[src/sv/nsc_pkg.sv]
// ----------------------------------------------------------------------------
// nsc_pkg
// Shared constants, types and helpers for the NMEA sentence checksum framer.
// ----------------------------------------------------------------------------
package nsc_pkg;

    localparam logic [7:0] C_CH_DOLLAR = 8'h24;
    localparam logic [7:0] C_CH_STAR   = 8'h2A;
    localparam logic [7:0] C_CH_CR     = 8'h0D;
    localparam logic [7:0] C_CH_LF     = 8'h0A;

    // sentences must be longer than this to produce a result
    localparam int unsigned C_MIN_CLOSE_LEN = 6;

    localparam logic [23:0] C_TAG_GGA = "GGA";
    localparam logic [23:0] C_TAG_RMC = "RMC";

    typedef enum logic [1:0] {
        KIND_OTHER = 2'd0,
        KIND_GGA   = 2'd1,
        KIND_RMC   = 2'd2
    } t_kind;

    typedef struct packed {
        logic        checksum_ok;
        logic        star_found;
        t_kind       sentence_kind;
        logic [7:0]  computed_sum;
        logic [7:0]  received_sum;
        logic [6:0]  sentence_length;
        logic [31:0] valid_count;
    } t_result;

    typedef struct packed {
        logic       ok;
        logic [3:0] value;
    } t_hex;

    function automatic t_hex hex_digit(input logic [7:0] c);
        t_hex h;
        h.ok    = 1'b1;
        h.value = 4'd0;
        if (c >= 8'h30 && c <= 8'h39) begin
            h.value = 4'(c - 8'h30);
        end else if (c >= 8'h41 && c <= 8'h46) begin
            h.value = 4'(c - 8'h41 + 8'd10);
        end else if (c >= 8'h61 && c <= 8'h66) begin
            h.value = 4'(c - 8'h61 + 8'd10);
        end else begin
            h.ok = 1'b0;
        end
        return h;
    endfunction

endpackage

[src/sv/nsc_parser.sv]
// ----------------------------------------------------------------------------
// nsc_parser
// Sentence framing state and checksum tracking, one byte per cycle.
// ----------------------------------------------------------------------------
module nsc_parser #(
    parameter int BUFFER_BYTES = 128
) (
    input  logic               i_clk,
    input  logic               i_rst_n,
    input  logic               i_byte_vld,
    input  logic [7:0]         i_byte,
    output logic               o_emit,
    output nsc_pkg::t_result   o_result
);
    import nsc_pkg::*;

    localparam int PW = $clog2(BUFFER_BYTES);

    logic [PW-1:0] r_pos, n_pos;
    logic [7:0]    r_xor, n_xor;
    logic [7:0]    r_xor_star, n_xor_star;
    logic          r_star, n_star;
    logic [1:0]    r_after, n_after;
    logic [7:0]    r_hex, n_hex;
    logic          r_hex_open, n_hex_open;
    logic          r_gga, n_gga;
    logic          r_rmc, n_rmc;
    logic [31:0]   r_cnt, n_cnt;

    t_hex       w_hd;
    logic       w_found;
    logic       w_ok;
    logic [7:0] w_csum;
    logic [7:0] w_gga_ch;
    logic [7:0] w_rmc_ch;
    logic       w_in_tag;

    assign w_hd    = hex_digit(i_byte);
    assign w_found = r_star && (r_after == 2'd2);
    assign w_csum  = r_star ? r_xor_star : r_xor;
    assign w_ok    = w_found && (w_csum == r_hex);

    // type tag lives in sentence bytes 3..5
    always_comb begin
        w_in_tag = 1'b1;
        w_gga_ch = 8'h00;
        w_rmc_ch = 8'h00;
        case (r_pos)
            PW'(3): begin
                w_gga_ch = C_TAG_GGA[23:16];
                w_rmc_ch = C_TAG_RMC[23:16];
            end
            PW'(4): begin
                w_gga_ch = C_TAG_GGA[15:8];
                w_rmc_ch = C_TAG_RMC[15:8];
            end
            PW'(5): begin
                w_gga_ch = C_TAG_GGA[7:0];
                w_rmc_ch = C_TAG_RMC[7:0];
            end
            default: w_in_tag = 1'b0;
        endcase
    end

    always_comb begin
        n_pos      = r_pos;
        n_xor      = r_xor;
        n_xor_star = r_xor_star;
        n_star     = r_star;
        n_after    = r_after;
        n_hex      = r_hex;
        n_hex_open = r_hex_open;
        n_gga      = r_gga;
        n_rmc      = r_rmc;
        n_cnt      = r_cnt;
        o_emit     = 1'b0;

        if (i_byte_vld) begin
            if (i_byte == C_CH_DOLLAR) begin
                n_pos      = PW'(1);
                n_xor      = 8'h00;
                n_xor_star = 8'h00;
                n_star     = 1'b0;
                n_after    = 2'd0;
                n_hex      = 8'h00;
                n_hex_open = 1'b0;
                n_gga      = 1'b1;
                n_rmc      = 1'b1;
            end else if (r_pos != '0) begin
                if (i_byte == C_CH_CR || i_byte == C_CH_LF) begin
                    n_pos = '0;
                    if (r_pos > PW'(C_MIN_CLOSE_LEN)) begin
                        o_emit = 1'b1;
                        if (w_ok) begin
                            n_cnt = r_cnt + 32'd1;
                        end
                    end
                end else if (r_pos >= PW'(BUFFER_BYTES - 1)) begin
                    // overrun, sentence dropped
                    n_pos = '0;
                end else begin
                    if (w_in_tag) begin
                        if (i_byte != w_gga_ch) n_gga = 1'b0;
                        if (i_byte != w_rmc_ch) n_rmc = 1'b0;
                    end
                    if (i_byte == C_CH_STAR) begin
                        n_xor_star = r_xor;
                        n_star     = 1'b1;
                        n_after    = 2'd0;
                        n_hex      = 8'h00;
                        n_hex_open = 1'b1;
                    end else if (r_star) begin
                        if (r_after != 2'd2) n_after = r_after + 2'd1;
                        if (r_hex_open) begin
                            if (w_hd.ok) begin
                                n_hex = {r_hex[3:0], w_hd.value};
                            end else begin
                                n_hex_open = 1'b0;
                            end
                        end
                    end
                    n_xor = r_xor ^ i_byte;
                    n_pos = r_pos + PW'(1);
                end
            end
        end
    end

    always_comb begin
        o_result.checksum_ok     = w_ok;
        o_result.star_found      = w_found;
        o_result.sentence_kind   = r_gga ? KIND_GGA : (r_rmc ? KIND_RMC : KIND_OTHER);
        o_result.computed_sum    = w_csum;
        o_result.received_sum    = r_hex;
        o_result.sentence_length = 7'(r_pos);
        o_result.valid_count     = w_ok ? r_cnt + 32'd1 : r_cnt;
    end

    always_ff @(posedge i_clk) begin
        if (!i_rst_n) begin
            r_pos      <= '0;
            r_xor      <= 8'h00;
            r_xor_star <= 8'h00;
            r_star     <= 1'b0;
            r_after    <= 2'd0;
            r_hex      <= 8'h00;
            r_hex_open <= 1'b0;
            r_gga      <= 1'b1;
            r_rmc      <= 1'b1;
            r_cnt      <= 32'd0;
        end else begin
            r_pos      <= n_pos;
            r_xor      <= n_xor;
            r_xor_star <= n_xor_star;
            r_star     <= n_star;
            r_after    <= n_after;
            r_hex      <= n_hex;
            r_hex_open <= n_hex_open;
            r_gga      <= n_gga;
            r_rmc      <= n_rmc;
            r_cnt      <= n_cnt;
        end
    end

endmodule

[src/sv/nsc_out_reg.sv]
// ----------------------------------------------------------------------------
// nsc_out_reg
// Result register with valid/stall handshake toward the consumer.
// ----------------------------------------------------------------------------
module nsc_out_reg (
    input  logic             i_clk,
    input  logic             i_rst_n,
    input  logic             i_load,
    input  nsc_pkg::t_result i_result,
    output logic             o_free,
    output logic             o_valid,
    input  logic             i_stall,
    output nsc_pkg::t_result o_result
);
    import nsc_pkg::*;

    logic    r_vld;
    t_result r_res;

    // free when empty or the held word leaves this cycle
    assign o_free   = !r_vld || !i_stall;
    assign o_valid  = r_vld;
    assign o_result = r_res;

    always_ff @(posedge i_clk) begin
        if (!i_rst_n) begin
            r_vld <= 1'b0;
        end else if (i_load) begin
            r_vld <= 1'b1;
        end else if (!i_stall) begin
            r_vld <= 1'b0;
        end
    end

    always_ff @(posedge i_clk) begin
        if (i_load) begin
            r_res <= i_result;
        end
    end

endmodule

[src/sv/nmea_sentence_checksum_framer.sv]
// ----------------------------------------------------------------------------
// nmea_sentence_checksum_framer
// Frames an NMEA 0183 byte stream into sentences and checks their checksums.
// ----------------------------------------------------------------------------
// Takes one received byte per cycle, back to back; a byte is registered in the
// input register, then runs through the framing/checksum logic, and a sentence
// result is loaded into the output register when its closing CR or LF is
// processed. A new byte is accepted every cycle unless the output register is
// full and stalled. '$' opens or restarts a sentence; sentences of 7 or more
// bytes give one result word, shorter ones and those that reach BUFFER_BYTES
// are dropped.
module nmea_sentence_checksum_framer #(
    parameter int BUFFER_BYTES = 128
) (
    input  logic        i_clk,
    input  logic        i_rst_n,
    input  logic        i_valid,
    output logic        o_stall,
    input  logic [7:0]  i_rx_byte,
    output logic        o_valid,
    input  logic        i_stall,
    output logic        o_checksum_ok,
    output logic        o_star_found,
    output logic [1:0]  o_sentence_kind,
    output logic [7:0]  o_computed_sum,
    output logic [7:0]  o_received_sum,
    output logic [6:0]  o_sentence_length,
    output logic [31:0] o_valid_count
);
    import nsc_pkg::*;

    logic       r_in_vld;
    logic [7:0] r_in_byte;
    logic       w_free;
    logic       w_advance;
    logic       w_emit;
    t_result    w_res;
    t_result    w_out;

    assign w_advance = r_in_vld && w_free;
    assign o_stall   = r_in_vld && !w_free;

    always_ff @(posedge i_clk) begin
        if (!i_rst_n) begin
            r_in_vld <= 1'b0;
        end else if (!o_stall) begin
            r_in_vld <= i_valid;
        end
    end

    always_ff @(posedge i_clk) begin
        if (i_valid && !o_stall) begin
            r_in_byte <= i_rx_byte;
        end
    end

    nsc_parser #(
        .BUFFER_BYTES (BUFFER_BYTES)
    ) u_parser (
        .i_clk      (i_clk),
        .i_rst_n    (i_rst_n),
        .i_byte_vld (w_advance),
        .i_byte     (r_in_byte),
        .o_emit     (w_emit),
        .o_result   (w_res)
    );

    nsc_out_reg u_out (
        .i_clk    (i_clk),
        .i_rst_n  (i_rst_n),
        .i_load   (w_advance && w_emit),
        .i_result (w_res),
        .o_free   (w_free),
        .o_valid  (o_valid),
        .i_stall  (i_stall),
        .o_result (w_out)
    );

    assign o_checksum_ok     = w_out.checksum_ok;
    assign o_star_found      = w_out.star_found;
    assign o_sentence_kind   = w_out.sentence_kind;
    assign o_computed_sum    = w_out.computed_sum;
    assign o_received_sum    = w_out.received_sum;
    assign o_sentence_length = w_out.sentence_length;
    assign o_valid_count     = w_out.valid_count;

endmodule
[config.mk]
export PLATFORM = sky130hd
export DESIGN_NAME = nmea_sentence_checksum_framer
export DESIGN_NICKNAME = d
export VERILOG_FILES = /design/src/sv/nsc_pkg.sv /design/src/sv/nsc_parser.sv /design/src/sv/nsc_out_reg.sv /design/src/sv/nmea_sentence_checksum_framer.sv
export SDC_FILE = /design/constraint.sdc
export NUM_CORES = 1
export LEC_CHECK = 0
export BUFFER_PORTS_ARGS = -buffer_cell sky130_fd_sc_hd__buf_2
export CORE_MARGIN = 1.5
export CORE_UTILIZATION = 55
export CTS_CLUSTER_DIAMETER = 80
export DETAILED_ROUTE_END_ITERATION = 10
export PLACE_DENSITY_LB_ADDON = 0.1
export SLEW_MARGIN = 20
export SYNTH_ARGS = -nofsm -noshare
export SYNTH_HDL_FRONTEND = slang
export SYNTH_SLANG_ARGS = --single-unit
[constraint.sdc]
create_clock -name i_clk -period 12.1 [get_ports i_clk]
set_input_delay 2.42 -clock i_clk [delete_from_list [all_inputs] [get_ports i_clk]]
set_output_delay 2.42 -clock i_clk [all_outputs]
set_load 0.01 [all_outputs]
# Yosys cells after proc, flatten, opt, wreduce, memory -nomap -nowiden
# Index checks and enable logic that the tools add are counted.
# word_totals
register_bits,138
input_bits,12
out_inout_bits,61
elab_cells,161
# op_classes
n_addsub,8
order_cmp,8
eq_ne,15
muxes,72
n_bitwise,2
reduce_logical,36
# op_table
op,count
2-to-1 mux 8 bit,18
2-to-1 mux 1 bit,36
adder 32 x 1 -> 32 bit (second input constant),1
2-to-1 mux 32 bit,1
2-to-1 mux 7 bit,4
case mux 7 bit (3 select lines),1
AND reduction 6 bit,3
equality test 8 x 4 -> 1 bit (second input constant),2
equality test 8 x 6 -> 1 bit (second input constant),2
greater-or-equal comparator 8 x 7 -> 1 bit (second input constant),2
less-or-equal comparator 8 x 7 -> 1 bit (second input constant),2
2-to-1 mux 2 bit,8
inequality test 8 x 7 -> 1 bit,2
AND reduction 5 bit,3
equality test 7 x 3 -> 1 bit (second input constant),2
case mux 7 bit (2 select lines),1
2-to-1 mux 4 bit,3
nonzero test 3 bit,4
subtractor 4 x 1 -> 4 bit (second input constant),3
nonzero test 2 bit,5
logical AND 1 bit,9
adder 4 bit (second input constant),2
equality test 8 bit,1
greater-or-equal comparator 8 x 6 -> 1 bit (second input constant),1
19 further kinds,25

# Depth between registers and ports, before layout
# Gate-level depths: netlist of run 1.
# logic_depth
word_depth,13
mapped_depth,11
ltp_nobuf,8

# Modules after synthesis
# A second synthesis of run 1 with hierarchy kept.
# hier_totals
hier_cells,691
hier_area_um2,7023.0
# by_module_without_submodules
module,n_inst,cells_per_inst,area_each_um2,seq_area_each_um2
nsc_parser,1,614,4916.0,1381.3
nsc_out_reg,1,63,1806.7,1791.7
nmea_sentence_checksum_framer,1,14,300.3,260.2

# Least setup slack after synthesis of run 1
# No wires, ideal clock.
# synth_timing
path_kind,input -> register
startpoint,in i_stall
endpoint,reg u_out.r_res (netlist bit u_out.o_result[0]) (enable)
arrival_ns,6.888
t_required_ns,11.552
setup_slack_ns,4.664
stages,3
n_path_buf,1
cell_sequence,a21bo_2 -> clkbuf_1 -> nor3_1
# synth_between
elab_chain_cells,5
# synth_lines
item,line_no,source
start: declaration,nmea_sentence_checksum_framer.sv:21,"input logic i_stall,"
logical NOT 1 bit (*),nsc_out_reg.sv:21,assign o_free = !r_vld || !i_stall;
logical OR 1 bit (*),nsc_out_reg.sv:21,
logical AND 1 bit (*),nmea_sentence_checksum_framer.sv:40,assign w_advance = r_in_vld && w_free;
2-to-1 mux 1 bit,nsc_parser.sv:78,if (i_byte_vld) begin
logical AND 1 bit (*),nmea_sentence_checksum_framer.sv:71,".i_load (w_advance && w_emit),"
named net u_out.i_load,nsc_out_reg.sv:8,"input logic i_load,"
end signal: assignment,nsc_out_reg.sv:37,r_res <= i_result;
end: declaration,nsc_out_reg.sv:18,t_result r_res;
# The timed path passes the listed nets; every way through them passes the cells marked *.
# A chain may end at the register's enable or synchronous reset.

# Worst setup path in the final report of run 1
# layout_timing
startpoint,in i_stall
endpoint,out o_stall
# layout_between
elab_chain_cells,4
# layout_lines
item,line_no,source
logical NOT 1 bit,nsc_out_reg.sv:21,
logical OR 1 bit,nsc_out_reg.sv:21,
logical NOT 1 bit,nmea_sentence_checksum_framer.sv:41,assign o_stall = r_in_vld && !w_free;
logical AND 1 bit,nmea_sentence_checksum_framer.sv:41,
end: declaration,nmea_sentence_checksum_framer.sv:18,"output logic o_stall,"
# No other way between the ends.

==> qor.yml, run 1 <==
outcome: "completed"
cts_tree: "built"
synth_ff_type: "dfxtp_1"
area_delta_synth_final_pct: 16.0
synth_top_cell_by_area: "edfxtp_1"
worstHoldStart: "u_parser.r_gga$_SDFFE_PN1P_"
gp_congestion: 0.802
cp-start-kind: "input pin"
syn_area_per_cell_um2: 10.1
grt_pass1_wl_mm: 22.4
port_buffers: 72
crit_arrival_ns: 2.88
reg2regPathDepth: 6
grt_pass1_vias: 4676
num_rows: 39
yosysWarnings: 0
wl_per_cell_um: 16.1
synth_area_leaders: "edfxtp_1 31%, dfxtp_1 22%, xor2_1 6.1%"
period_share_pct: 43.8
ios: 73
hold_viol: 0
r2r_start: "u_parser.r_star$_SDFFE_PN0P_"
grt-ovfl-total: 0
post_cts_resized: 0
reg2reg_slack_ns: 8.50
final_cell_mix: "72 x buf_2, 71 x dfxtp_1, 67 x edfxtp_1, 49 x o21ai_0, 45 x xor2_1"
crit_start: "i_stall"
slew_violations: 0
p_per_area_nw_per_um2: 138
grt_setup_unrepaired: "false"
fin_setup_tns_ns: 0
grt_max_degree: 44
synth_edf_count: 67
firstDrtPassIters: 5
end_kind: "primary output"
synth_cell_types: 57
synth.yosys.seq_area_share_pct: 53.5
setup_viol: 0
worst_pin_slew_ns: 1.17
cp.required_ns: 9.68
async_flop_share_pct: 0
clock-sinks: 138
worst_skew_pair.late_latency_ns: 0.41
finalNetCount: 715
antenna_found_initial: 0
post-route-min-period_ns: 5.30
synthesis.area_um2: 6420
syn_nets: 657
n_fill_cell: 903
preCtsSetupSlack_ns: 6.80
drt_iter0_drc: 377
dieArea_um2: 12300
cts_setup_buffers: 0
final_common_cell: "buf_2"
fin_worst_skew_ns: 0.00858
diodes: 0
cts_htree_levels: 4
path_class: "input pin to primary output"
drc: 0
cts_root_buf: "clkbuf_16"
whs_ns: 0.463
setup_slack_ns: 6.80
path_max_fanout: 3
clk_pin_slew_worst_paths_ns: 0.06
die_h_um: 111
min_path_cells: 0
yosysTopAreaCellShare_pct: 31.3
hp-class: "flip-flop to flip-flop"
viasPerCell: 5.93
maxCapViolCount: 0
ys_ff_latch: 138
postRouteAntennaNets: 0
routed_wirelength_mm: 13.6
start_util_pct: 56.2
cts_buffers: 17
clk_path_buf_depth: 2
hpwl_mm: 9.14
slew_headroom_pct: 21.5
max_freq_ghz: 0.189
vias: 5029
drive_gt1_share_pct: 17.7
fp.coreArea_um2: 11400
p_leak_nw: 2.91
netlist_instances: 634
grtUsageTotal_pct: 22.6
vdd_drop_max_v: 0.0000783
die_w_um: 111
worst_setup_path_endpoint: "o_stall"
worst_r2r_endpoint: "u_parser.r_cnt[19]$_SDFFE_PN0P_"
postCtsHoldBufs: 0
-- registers in the layout, summed over array words and instances, names as in the netlist --
register	count
u_parser.r_after	2
r_in_byte	8
u_out.o_valid	1
u_parser.r_gga	1
u_parser.r_cnt	32
u_out.o_result	59
u_parser.r_xor	8
u_parser.r_star	1
u_parser.r_pos	7
u_parser.r_hex	8
u_parser.r_xor_star	8
r_in_vld	1
u_parser.r_hex_open	1
u_parser.r_rmc	1
-- synthesized netlist by cell type (15+ instances only) --
cell type  count
a21oi_1       42
clkbuf_1      33
inv_1         15
nor3_1        25
xor2_1        45
edfxtp_1      67
nor2_1        43
nand4_1       17
or3_1         28
nand3_1       29
dfxtp_1       71
o21ai_0       49
nand2_1       42
-- cell type report --
type                    count  area (um2)  share of cell area (%)
flip-flops and latches    138        3430                    46.1
clock inverters            11         119                    1.60
repair buffers             76         390                    5.24
well taps                 143         179                    2.40
inverters                  16        60.1                   0.806
multi-input cells         443        2790                    37.5
clock buffers              21         472                    6.33
-- worst min path at each step --
| stage | end | slack, ns |
|---|---|---|
| 6_report | u_out.o_result[55]$_SDFFCE_PP1P_ | 0.46 |
| 5_1_grt | u_out.o_result[55]$_SDFFCE_PP1P_ | 0.49 |
| 4_1_cts | u_out.o_result[55]$_SDFFCE_PP1P_ | 0.46 |
| 3_5_place_dp | u_out.o_result[55]$_SDFFCE_PP1P_ | 0.45 |
| 3_3_place_gp | u_parser.r_xor_star[3]$_SDFFE_PN0P_ | 0.45 |
| 2_1_floorplan | u_out.o_result[55]$_SDFFCE_PP1P_ | 0.43 |
-- worst max-delay path, cell delays in order --
cell and delay [ns]:
buf_2 0.11, and3_1 0.20, buf_2 0.14
-- cells by family after synthesis --
| logic type | share of synthesized area [%] |
|---|---|
| flops | 53.5 |
| simple gates | 19.9 |
| compound gates | 11.5 |
| fa+ha+maj | 2.14 |
| buf+inv | 3.35 |
| mux | 1.89 |
| xor+xnor | 7.78 |
-- stage by stage --
step                cells  util, %  power, mW  cell area, um2
detailed placement    816     59.9      0.524            6840
CTS                   848     65.1       1.03            7430
finish                848     65.2       1.03            7450
global placement      816     59.9      0.523            6840
floorplan             634        -      0.517            6420
global route          848     65.2       1.05            7450
-- layer usage --
layer	share of wire (%)	global-route usage [%]
met1	43	28.6
met2	51	38.6
met3	4.4	4.65
met4	1.2	8.10
met5	0	0
-- power by group --
part | total, mW | internal (mW) | switching (mW)
logic | 0.0205 | 0.00784 | 0.0127
clock network | 0.510 | 0.320 | 0.191
registers | 0.494 | 0.489 | 0.00546
(Power assumes the default switching activity.)
==> run 2, diff against run 1 <==
Settings changed: CORE_UTILIZATION 55 to 53.
Clock period 12.1 ns to 4.6 ns, I/O delays scaled along.
==> run 2 against run 1 <==
Against the previous run: first-iteration DRC count shrank 21%; final cell count grew 0.47%; register-to-register slack worse by 7.0 ns; critical endpoint is now u_parser.r_cnt[30]$_SDFFE_PN0P_; die area grew 3.7%; core utilization is 1.5 points lower; setup slack got worse by 5.3 ns; clock power rose to 3.2 times the previous value; flip-flop and latch count unchanged; sequential power increased to 2.6 times the previous value; hold slack about the same; sequential share of layout area down 0.90 points; critical path depth up 3.
==> qor.yml, run 2 (synthesized netlist as in run 1, its figures left out) <==
p_leak_nw: 2.99
largest_reg_flops: 59
post-route-min-period_ns: 3.15
firstDrtPassIters: 5
viasPerCell: 5.80
antenna_found_initial: 0
drc: 0
cts_buffers: 17
diodes: 0
ios: 73
path_max_fanout: 21
dieArea_um2: 12800
clock-sinks: 138
drive_gt1_share_pct: 17.9
crit_arrival_ns: 3.49
worst_pin_slew_ns: 0.957
wl_per_cell_um: 16.0
slew_violations: 0
grt_pass1_vias: 4596
final_cell_mix: "72 x buf_2, 71 x dfxtp_1, 67 x edfxtp_1, 48 x o21ai_0, 45 x xor2_1"
cp_slowest_stage_delay_ns: 0.74
cp.required_ns: 4.95
setup_viol: 0
end_kind: "flip-flop"
slowest_stage: "dfxtp_1"
post_cts_resized: 0
clk_pin_slew_worst_paths_ns: 0.06
area_delta_synth_final_pct: 18.3
cts_tree: "built"
fin_setup_tns_ns: 0
fin_worst_skew_ns: 0.00996
dp.cells: 820
grt_pass1_wl_mm: 22.4
routed_wirelength_mm: 13.6
postRouteAntennaNets: 0
p_per_area_nw_per_um2: 394
slew_headroom_pct: 36.0
path_class: "flip-flop to flip-flop"
cp-start-kind: "flip-flop"
grtUsageTotal_pct: 22.4
clk_path_buf_depth: 2
period_share_pct: 68.4
cts_setup_buffers: 0
maxCapViolCount: 0
drt_iter0_drc: 297
cts_root_buf: "clkbuf_16"
hp-class: "flip-flop to flip-flop"
grt_max_degree: 42
start_util_pct: 53.9
cts_htree_levels: 4
hpwl_mm: 9.16
crit_chain: "mux2_4 > xor2_1 > nor4_1 > nand4_1 > or3_1 > a21oi_1"
gp_congestion: 0.858
num_rows: 40
vdd_drop_max_v: 0.000202
hold_viol: 0
outcome: "completed"
die_h_um: 113
final_common_cell: "buf_2"
fp.coreArea_um2: 11900
final_cells: 852
finalNetCount: 715
max_freq_ghz: 0.318
vias: 4940
p_total_mw: 2.99
die_w_um: 113
grt-ovfl-total: 0
worst_skew_pair.late_latency_ns: 0.42
postCtsHoldBufs: 0
grt_setup_unrepaired: "false"
port_buffers: 72
run 2: cell type report:
cell class,instances,area (um2)
fill,961,4320
sequential,138,3430
multi-input combinational,443,2800
clock buffer,19,443
timing repair buffer,76,403
clock inverter,13,270
tap,147,184
inverter,16,60.1
run 2: metal layers:
layer	vias to the layer above	routed length, um	part of all wire, %	global-route usage (%)
met5	-	0	0	0
met4	0	284	2.1	10.3
met3	23	620	4.5	5.30
met2	133	6840	50	37.4
met1	2357	5880	43	27.6
li1	2427	-	-	-
run 2: per-stage QoR:
step	hold slack [ns]	cell area, um2	setup WS, ns	util (%)
floorplan	0.431	6420	0.465	-
global placement	0.448	6860	1.37	57.6
detailed placement	0.458	6860	1.30	57.6
CTS	0.468	7580	1.20	63.6
global route	0.485	7590	1.06	63.8
finish	0.463	7590	1.45	63.8
run 2: where the power goes:
part / total [mW] / internal, mW / leakage, nW / switching [mW]
sequential: 1.30 / 1.29 / 1.27 / 0.0144
clock: 1.64 / 1.14 / 0.345 / 0.500
combinational: 0.0545 / 0.0204 / 1.37 / 0.0342
run 2: worst paths after layout:
path / startpoint / depth (start not counted) / endpoint / slack (ns)
setup reg to reg: u_parser.r_star$_SDFFE_PN0P_ / 6 / u_parser.r_cnt[30]$_SDFFE_PN0P_ / 1.45
hold reg to reg: u_parser.r_gga$_SDFFE_PN1P_ / 0 / u_out.o_result[55]$_SDFFCE_PP1P_ / 0.46
setup / recovery: u_parser.r_star$_SDFFE_PN0P_ / 6 / u_parser.r_cnt[30]$_SDFFE_PN0P_ / 1.45
hold / removal: u_parser.r_gga$_SDFFE_PN1P_ / 0 / u_out.o_result[55]$_SDFFCE_PP1P_ / 0.46
run 2: critical path: cells and delay by family (launching register included):
kind,cells,cell delay (ns)
flip-flops,1,0.74
multiplexers,1,0.38
AND/OR/NAND/NOR,3,1.65
XOR/XNOR,1,0.15
AO/OA/AOI/OAI,1,0.15
